===== src/hdl/csfp_pkg.sv =====
package csfp_pkg;

    localparam int PAYLOAD_WORDS_DEF = 8;

    localparam int BYTE_W     = 8;
    localparam int ID_W       = 32;
    localparam int LEN_W      = 7;
    localparam int IDX_W      = 3;
    localparam int WORD_W     = 64;
    localparam int KIND_W     = 2;

    // result kinds
    localparam logic [KIND_W-1:0] KIND_OK    = 2'd0;
    localparam logic [KIND_W-1:0] KIND_HDR   = 2'd1;
    localparam logic [KIND_W-1:0] KIND_CHECK = 2'd2;

    // header bytes
    localparam logic [7:0] HDR_SUM    = 8'h44;
    localparam logic [7:0] HDR_CRC    = 8'h66;
    localparam logic [7:0] HDR_SYNC1  = 8'h33;
    localparam logic [7:0] HDR_SYNC2  = 8'h22;
    localparam logic [7:0] LEN_MIN    = 8'h11;
    localparam logic [7:0] LEN_MAX    = 8'h1F;
    localparam logic [7:0] LEN_BIAS   = 8'd15;

    localparam logic [31:0] CRC_POLY  = 32'hEDB8_8320;
    localparam logic [31:0] CRC_INIT  = 32'hFFFF_FFFF;

    // one payload byte headed for the word store
    typedef struct packed {
        logic             en;
        logic             commit;
        logic [IDX_W-1:0] word;
        logic [2:0]       lane;
        logic [7:0]       data;
    } t_pay_wr;

    function automatic logic [31:0] crc_byte(input logic [31:0] crc, input logic [7:0] b);
        logic [31:0] c;
        c = crc ^ {24'd0, b};
        for (int i = 0; i < 8; i++) begin
            c = (c >> 1) ^ (c[0] ? CRC_POLY : 32'd0);
        end
        return c;
    endfunction

endpackage


===== src/hdl/csfp_store.sv =====
module csfp_store #(
    parameter int PAYLOAD_WORDS = csfp_pkg::PAYLOAD_WORDS_DEF
) (
    input  logic                         i_clk,
    input  csfp_pkg::t_pay_wr            i_wr,
    input  logic                         i_rd_en,
    input  logic [csfp_pkg::IDX_W-1:0]   i_rd_word,
    output logic [csfp_pkg::WORD_W-1:0]  o_rd_data
);
    import csfp_pkg::*;

    localparam int AW = (PAYLOAD_WORDS > 1) ? $clog2(PAYLOAD_WORDS) : 1;

    logic [WORD_W-1:0] r_mem [PAYLOAD_WORDS];
    logic [WORD_W-1:0] r_word;
    logic [WORD_W-1:0] n_word;
    logic [WORD_W-1:0] r_rd_data;

    // first byte of a word starts from zero, so a short last word is zero-filled
    always_comb begin
        n_word = (i_wr.lane == 3'd0) ? '0 : r_word;
        n_word = n_word | ({{(WORD_W-8){1'b0}}, i_wr.data} << {i_wr.lane, 3'b000});
    end

    always_ff @(posedge i_clk) begin
        if (i_wr.en) begin
            r_word <= n_word;
            if (i_wr.commit) begin
                r_mem[i_wr.word[AW-1:0]] <= n_word;
            end
        end
    end

    always_ff @(posedge i_clk) begin
        if (i_rd_en) begin
            r_rd_data <= r_mem[i_rd_word[AW-1:0]];
        end
    end

    assign o_rd_data = r_rd_data;

endmodule


===== src/hdl/can_over_serial_frame_parser_core.sv =====
// Byte-stream deframer for CAN frames carried over a serial link. Each accepted
// byte is parsed in turn: header, little-endian id, payload and check
// (byte sum for type 0x44 frames, CRC-32 for type 0x66 frames). Payload bytes
// are packed into 8-byte words held in an internal word memory. A bad header
// byte or a check mismatch gives one error result. A good frame gives one
// result per payload word; each word passes through a memory read, then a load
// of the output register, and the input is held while the words of a frame
// drain and while the output stalls. Results wait in an output register; a byte
// is taken only while that register is empty or being drained.
module can_over_serial_frame_parser_core #(
    parameter int PAYLOAD_WORDS = csfp_pkg::PAYLOAD_WORDS_DEF
) (
    input  logic                          i_clk,
    input  logic                          i_rst_n,
    input  logic                          i_valid,
    output logic                          o_stall,
    input  logic [csfp_pkg::BYTE_W-1:0]   i_rx_byte,
    output logic                          o_valid,
    input  logic                          i_stall,
    output logic [csfp_pkg::KIND_W-1:0]   o_kind,
    output logic [csfp_pkg::ID_W-1:0]     o_frame_id,
    output logic [csfp_pkg::LEN_W-1:0]    o_payload_bytes,
    output logic [csfp_pkg::IDX_W-1:0]    o_word_index,
    output logic [csfp_pkg::WORD_W-1:0]   o_data_word,
    output logic                          o_last
);
    import csfp_pkg::*;

    localparam logic [LEN_W-1:0] MAX_BYTES = LEN_W'(8 * PAYLOAD_WORDS);

    localparam logic [1:0] ST_RUN  = 2'd0;
    localparam logic [1:0] ST_READ = 2'd1;
    localparam logic [1:0] ST_SEND = 2'd2;

    logic [1:0]        r_state, n_state;
    logic [LEN_W-1:0]  r_pos, n_pos;
    logic              r_flag, n_flag;
    logic [7:0]        r_sum, n_sum;
    logic [31:0]       r_crc, n_crc;
    logic [LEN_W-1:0]  r_size, n_size;
    logic [ID_W-1:0]   r_id, n_id;
    logic [31:0]       r_rc, n_rc;
    logic [IDX_W-1:0]  r_emit_w, n_emit_w;
    logic [IDX_W:0]    r_nwords, n_nwords;

    logic              r_out_valid, n_out_valid;
    logic [KIND_W-1:0] r_out_kind, n_out_kind;
    logic [ID_W-1:0]   r_out_id, n_out_id;
    logic [LEN_W-1:0]  r_out_len, n_out_len;
    logic [IDX_W-1:0]  r_out_idx, n_out_idx;
    logic [WORD_W-1:0] r_out_data, n_out_data;
    logic              r_out_last, n_out_last;

    logic              out_free;
    logic              acc;
    logic [7:0]        b;
    logic              upd_flag;
    logic              upd;
    logic [7:0]        len_tmp;
    logic [LEN_W-1:0]  len;
    logic [LEN_W-1:0]  k_pay;
    logic [LEN_W-1:0]  k_chk;
    logic              send_last;
    t_pay_wr           wr;
    logic [WORD_W-1:0] rd_data;

    assign out_free = !r_out_valid || !i_stall;
    assign o_stall  = !((r_state == ST_RUN) && out_free);
    assign acc      = i_valid && !o_stall;
    assign b        = i_rx_byte;
    assign len_tmp  = b - LEN_BIAS;
    assign len      = {len_tmp[4:0], 2'b00};
    assign k_pay    = r_pos - 7'd8;
    assign k_chk    = r_pos - r_size - 7'd8;
    assign send_last = ({1'b0, r_emit_w} + 4'd1) == r_nwords;

    always_comb begin
        n_state  = r_state;
        n_pos    = r_pos;
        n_flag   = r_flag;
        n_sum    = r_sum;
        n_crc    = r_crc;
        n_size   = r_size;
        n_id     = r_id;
        n_rc     = r_rc;
        n_emit_w = r_emit_w;
        n_nwords = r_nwords;

        n_out_valid = r_out_valid && i_stall;
        n_out_kind  = r_out_kind;
        n_out_id    = r_out_id;
        n_out_len   = r_out_len;
        n_out_idx   = r_out_idx;
        n_out_data  = r_out_data;
        n_out_last  = r_out_last;

        wr       = '0;
        wr.data  = b;
        wr.lane  = k_pay[2:0];
        wr.word  = k_pay[5:3];
        upd      = 1'b0;
        upd_flag = (r_pos == 7'd0) ? (b == HDR_CRC) : r_flag;

        unique case (r_state)
            ST_RUN: begin
                if (acc) begin
                    if (r_pos < 7'd4) begin
                        logic bad;
                        bad = 1'b0;
                        unique case (r_pos[1:0])
                            2'd0: bad = (b != HDR_SUM) && (b != HDR_CRC);
                            2'd1: bad = (b != HDR_SYNC1);
                            2'd2: bad = (b != HDR_SYNC2);
                            default: begin
                                if (!r_flag) begin
                                    bad = (b != LEN_MIN);
                                end else begin
                                    bad = (b < LEN_MIN) || (b > LEN_MAX);
                                end
                                bad = bad || (len > MAX_BYTES);
                            end
                        endcase
                        if (bad) begin
                            n_out_valid = 1'b1;
                            n_out_kind  = KIND_HDR;
                            n_out_id    = '0;
                            n_out_len   = '0;
                            n_out_idx   = '0;
                            n_out_data  = '0;
                            n_out_last  = 1'b1;
                            n_pos  = '0;
                            n_flag = 1'b0;
                            n_sum  = '0;
                            n_crc  = CRC_INIT;
                            n_size = 7'd8;
                            n_rc   = '0;
                        end else begin
                            if (r_pos == 7'd0) begin
                                n_flag = upd_flag;
                            end
                            if (r_pos == 7'd3) begin
                                n_size = len;
                            end
                            upd   = 1'b1;
                            n_pos = r_pos + 7'd1;
                        end
                    end else if (r_pos < 7'd8) begin
                        case (r_pos[1:0])
                            2'd0:    n_id = {24'd0, b};
                            2'd1:    n_id = r_id | {16'd0, b, 8'd0};
                            2'd2:    n_id = r_id | {8'd0, b, 16'd0};
                            default: n_id = r_id | {b, 24'd0};
                        endcase
                        upd   = 1'b1;
                        n_pos = r_pos + 7'd1;
                    end else if (r_pos < r_size + 7'd8) begin
                        wr.en     = 1'b1;
                        wr.commit = (k_pay[2:0] == 3'd7) || (r_pos == r_size + 7'd7);
                        upd       = 1'b1;
                        n_pos     = r_pos + 7'd1;
                    end else begin
                        logic done;
                        logic good;
                        done = 1'b1;
                        good = 1'b0;
                        if (r_flag) begin
                            case (k_chk[1:0])
                                2'd0:    n_rc = r_rc | {24'd0, b};
                                2'd1:    n_rc = r_rc | {16'd0, b, 8'd0};
                                2'd2:    n_rc = r_rc | {8'd0, b, 16'd0};
                                default: n_rc = r_rc | {b, 24'd0};
                            endcase
                            if (k_chk[1:0] != 2'd3) begin
                                done  = 1'b0;
                                n_pos = r_pos + 7'd1;
                            end else begin
                                good = (~r_crc) == {b, r_rc[23:0]};
                            end
                        end else begin
                            good = (r_sum == b);
                        end
                        if (done) begin
                            n_pos  = '0;
                            n_flag = 1'b0;
                            n_sum  = '0;
                            n_crc  = CRC_INIT;
                            n_rc   = '0;
                            if (good) begin
                                // keep the length for the word burst
                                n_state  = ST_READ;
                                n_emit_w = '0;
                                n_nwords = r_size[6:3] + {3'd0, (r_size[2:0] != 3'd0)};
                            end else begin
                                n_size      = 7'd8;
                                n_out_valid = 1'b1;
                                n_out_kind  = KIND_CHECK;
                                n_out_id    = '0;
                                n_out_len   = '0;
                                n_out_idx   = '0;
                                n_out_data  = '0;
                                n_out_last  = 1'b1;
                            end
                        end
                    end
                    if (upd) begin
                        if (upd_flag) begin
                            n_crc = crc_byte(r_crc, b);
                        end else begin
                            n_sum = r_sum + b;
                        end
                    end
                end
            end
            ST_READ: begin
                n_state = ST_SEND;
            end
            ST_SEND: begin
                if (out_free) begin
                    n_out_valid = 1'b1;
                    n_out_kind  = KIND_OK;
                    n_out_id    = r_id;
                    n_out_len   = r_size;
                    n_out_idx   = r_emit_w;
                    n_out_data  = rd_data;
                    n_out_last  = send_last;
                    if (send_last) begin
                        n_size  = 7'd8;
                        n_state = ST_RUN;
                    end else begin
                        n_emit_w = r_emit_w + 3'd1;
                        n_state  = ST_READ;
                    end
                end
            end
            default: begin
                n_state = ST_RUN;
            end
        endcase
    end

    csfp_store #(
        .PAYLOAD_WORDS(PAYLOAD_WORDS)
    ) u_store (
        .i_clk     (i_clk),
        .i_wr      (wr),
        .i_rd_en   (r_state == ST_READ),
        .i_rd_word (r_emit_w),
        .o_rd_data (rd_data)
    );

    always_ff @(posedge i_clk) begin
        if (!i_rst_n) begin
            r_state     <= ST_RUN;
            r_pos       <= '0;
            r_flag      <= 1'b0;
            r_sum       <= '0;
            r_crc       <= CRC_INIT;
            r_size      <= 7'd8;
            r_id        <= '0;
            r_rc        <= '0;
            r_emit_w    <= '0;
            r_nwords    <= '0;
            r_out_valid <= 1'b0;
        end else begin
            r_state     <= n_state;
            r_pos       <= n_pos;
            r_flag      <= n_flag;
            r_sum       <= n_sum;
            r_crc       <= n_crc;
            r_size      <= n_size;
            r_id        <= n_id;
            r_rc        <= n_rc;
            r_emit_w    <= n_emit_w;
            r_nwords    <= n_nwords;
            r_out_valid <= n_out_valid;
        end
    end

    always_ff @(posedge i_clk) begin
        r_out_kind <= n_out_kind;
        r_out_id   <= n_out_id;
        r_out_len  <= n_out_len;
        r_out_idx  <= n_out_idx;
        r_out_data <= n_out_data;
        r_out_last <= n_out_last;
    end

    assign o_valid         = r_out_valid;
    assign o_kind          = r_out_kind;
    assign o_frame_id      = r_out_id;
    assign o_payload_bytes = r_out_len;
    assign o_word_index    = r_out_idx;
    assign o_data_word     = r_out_data;
    assign o_last          = r_out_last;

endmodule


===== config.mk =====
export PLATFORM = sky130hd
export DESIGN_NAME = can_over_serial_frame_parser_core
export DESIGN_NICKNAME = d
export VERILOG_FILES = /design/src/hdl/csfp_pkg.sv /design/src/hdl/csfp_store.sv /design/src/hdl/can_over_serial_frame_parser_core.sv
export SDC_FILE = /design/constraint.sdc
export NUM_CORES = 1
export LEC_CHECK = 0
export CAP_MARGIN = 20
export CORE_MARGIN = 1.5
export CORE_UTILIZATION = 39
export CTS_CLUSTER_SIZE = 14
export DETAILED_ROUTE_END_ITERATION = 8
export DONT_BUFFER_PORTS = 1
export GPL_ROUTABILITY_DRIVEN = 0
export PLACE_DENSITY = 0.62
export SLEW_MARGIN = 15
export SYNTH_ARGS = -nofsm -noshare
export SYNTH_HDL_FRONTEND = slang
export SYNTH_SLANG_ARGS = --single-unit

===== constraint.sdc =====
create_clock -name i_clk -period 17 [get_ports i_clk]
set_input_delay 3.4 -clock i_clk [delete_from_list [all_inputs] [get_ports i_clk]]
set_output_delay 3.4 -clock i_clk [all_outputs]
set_load 0.05 [all_outputs]

==> results.sh <==
export IMPL_status="completed"
export IMPL_antenna_found_initial=0
export IMPL_drc=0
export IMPL_dp_hpwl_um=41840
export IMPL_synth_area_leader_cell="edfxtp_1"
export IMPL_hold_class="register to register"
export IMPL_drive_gt1_frac=0.1514
export IMPL_clockRootBuffer="clkbuf_16"
export IMPL_leakage_nw=12.62
export IMPL_wl_per_cell_um=22.78
export IMPL_clkLatencyLatePin_ps=670
export IMPL_num_antenna_cells=0
export IMPL_crit_family="simple AND/OR/NAND/NOR gates"
export IMPL_clk_pin_slew_ps=60
export IMPL_setup_viol=0
export IMPL_hold_worst_slack_ps=462.3
export IMPL_cts_resized=0
export IMPL_synth_top_cell_area_share=0.6584
export IMPL_period_share=0.4368
export IMPL_total_power_w=0.004431
export IMPL_peakVddDrop_mv=0.07112
export IMPL_worstMarginPinSlew_ps=1045
export IMPL_vias=17570
export IMPL_drv_slew=0
export IMPL_cts_max_path_buffers=3
export IMPL_layout_min_cycle_time_ps=7426
export IMPL_die_w_um=298.6
export IMPL_grt_util_all_layers=0.1697
export IMPL_slew_headroom=0.2976
export IMPL_rsz0062_at_grt="no"
export IMPL_vias_per_cell=5.323
export IMPL_synth_edf_count=747
export IMPL_area_growth_pct=12.43
export IMPL_crit_chain="nand2_1, nand2_1"
export IMPL_max_cap_violations=0
export IMPL_path_buf_inv=0
export IMPL_core_area_sq_mm=0.08662
export IMPL_start_util=0.3933
export IMPL_die_area_sq_mm=0.08914
export IMPL_port_buffer_count=0
export IMPL_hold_viol=0
export IMPL_ios=123
export IMPL_fin_worst_skew_ps=57.61
export IMPL_drt_iter0_markers=1549
export IMPL_ys_ff_latch=866
export IMPL_crit_type="primary input to output port"
export IMPL_synthArstFlopShare=0
export IMPL_dpl_instance_area_sq_mm=0.03537
export IMPL_grt_pass1_wl_um=115200
export IMPL_fin_tns_setup_ps=0
export IMPL_routed_wl_um=75190
export IMPL_dr_pass1_iters=7
export IMPL_cp_start_kind="primary input"
export IMPL_rows=108
export IMPL_chipHeight_um=298.6
export IMPL_synth_flop_cell="edfxtp_1"
export IMPL_hold_buffers=0
export IMPL_postRouteAntennaNets=0
export IMPL_crit_arrival_ps=4030
export IMPL_yosys_warnings=0
export IMPL_postCtsSetupBuffers=0
export IMPL_ys_top_cells_by_area="edfxtp_1 66%, mux4_2 8.5%, dfxtp_1 7.0%"
export IMPL_cts_made_buffers=86
export IMPL_power_density_mw_per_mm2=115.7
export IMPL_netlist_instances=2063
export IMPL_synth_area_sq_mm=0.03407
export IMPL_overflow=0
export IMPL_end_kind="output port"
export IMPL_cts_tree="built"
export IMPL_synth_cell_types=64
export IMPL_design_area_sq_mm=0.03830
export IMPL_timing_fmax_ghz=0.1347
export IMPL_crit_fanout=8
export IMPL_syn_avg_cell_area_sq_um=16.51
export IMPL_critPathMaxStageDelay_ps=460
export IMPL_fin_nets=2115
export IMPL_cts_num_sinks=866
export IMPL_first_global_vias=18290
export IMPL_h_tree_depth=3
export IMPL_cpMostUsedCell="nand2_1"
export IMPL_worstPathRequired_ps=13600
export IMPL_grt_max_degree=67
export IMPL_slowest_stage="nand2_1"
export IMPL_final_common_cell="edfxtp_1"
export IMPL_yosysSeqAreaShare=0.7284
export IMPL_layout_common_cells="747 x edfxtp_1, 232 x nand2_1, 128 x mux4_2"
## metal layers
layer  global-route usage  share of wire  up-vias
met2               0.2888           0.50      517
met5                    0              0        -
met1               0.2220           0.42     9112
li1                     -              -     7834
met3              0.03141          0.060      107
met4              0.04907          0.019        0
## cells in the mapped netlist (2+ instances only)
library cell,count
buf_4,4
nand3_1,24
nor2_1,114
buf_2,25
o21ai_0,10
nor3_2,3
mux2i_1,15
o32ai_1,4
mux4_2,128
ha_1,28
or3_1,3
a31oi_1,28
nor3b_1,4
a2111oi_0,2
nor3_1,17
xnor2_2,4
or2_2,2
inv_1,18
clkbuf_1,69
nor4_1,5
and2_1,109
edfxtp_1,747
o31ai_1,4
nand2b_1,3
nand4_1,13
o2111ai_1,2
buf_1,10
and3_1,7
xor2_1,53
a22o_1,40
a211o_1,2
dfxtp_1,119
a21oi_4,2
nand2_1,233
o211ai_1,3
a21oi_1,62
nor2b_1,7
xnor2_1,75
a2bb2oi_1,32
nor4b_1,2
a21o_1,4
o22ai_1,4
o21a_1,2
## sequential cells by signal, summed over array words and instances (netlist names), 2 cells and up
signal / count
r_sum: 8
u_store.r_mem: 512
r_emit_w: 3
u_store.o_rd_data: 64
o_payload_bytes: 5
r_crc: 32
r_rc: 24
o_frame_id: 32
r_state: 2
o_kind: 2
u_store.r_word: 64
r_pos: 7
r_nwords: 4
o_word_index: 3
o_data_word: 64
r_id: 32
r_size: 5
## through the flow
step                      instances    util  setup WS (ps)
after floorplan                2064       -           2904
after global placement         3139  0.4083           9518
after detailed placement       3139  0.4083           9465
after CTS                      3299  0.4419           9592
after global routing           3301  0.4422           9550
final                          3301  0.4422           9574
## cell families (layout without fill, tap and decap cells)
family	after synthesis	after routing	synth area share
DFF	866	866	0.7284
and+or+nand+nor	553	553	0.07614
AOI/OAI and AO/OA	209	209	0.04385
muxes	144	144	0.08936
xor gates and xnor gates	133	133	0.03563
buffers and inverters	128	210	0.01568
adders and majority gates	29	29	0.01087
other	1	2	0.0001101
## power breakdown
group | internal (W) | switching, W | leakage (nW)
sequential | 0.00233 | 0.0000667 | 7.91
clock | 0.00110 | 0.000823 | 1.41
combinational | 0.0000369 | 0.0000769 | 3.30
total | 0.00346 | 0.000967 | 12.6
## path summary, 6_finish.rpt
kind	slack [ps]	cells after the start	endpoint	start
worst max-delay path	9570	2	o_stall	i_stall
worst min-delay path	460	2	r_id[29]	r_id[29]
worst max register to register	12070	12	u_store.r_mem[7][38]	r_size[4]
worst min register to register	460	2	r_id[29]	r_id[29]
## area by class of cell
cell class / count / area (sq um)
Inverter: 19 / 71.32
Sequential cell: 866 / 24820
Timing Repair Buffer: 31 / 240.2
Fill cell: 7440 / 48320
Multi-Input combinational cell: 1070 / 8817
Clock buffer: 107 / 2271
Tap cell: 1155 / 1445
Clock inverter: 53 / 635.6
Note: power is estimated with default switching activity, not from simulation.
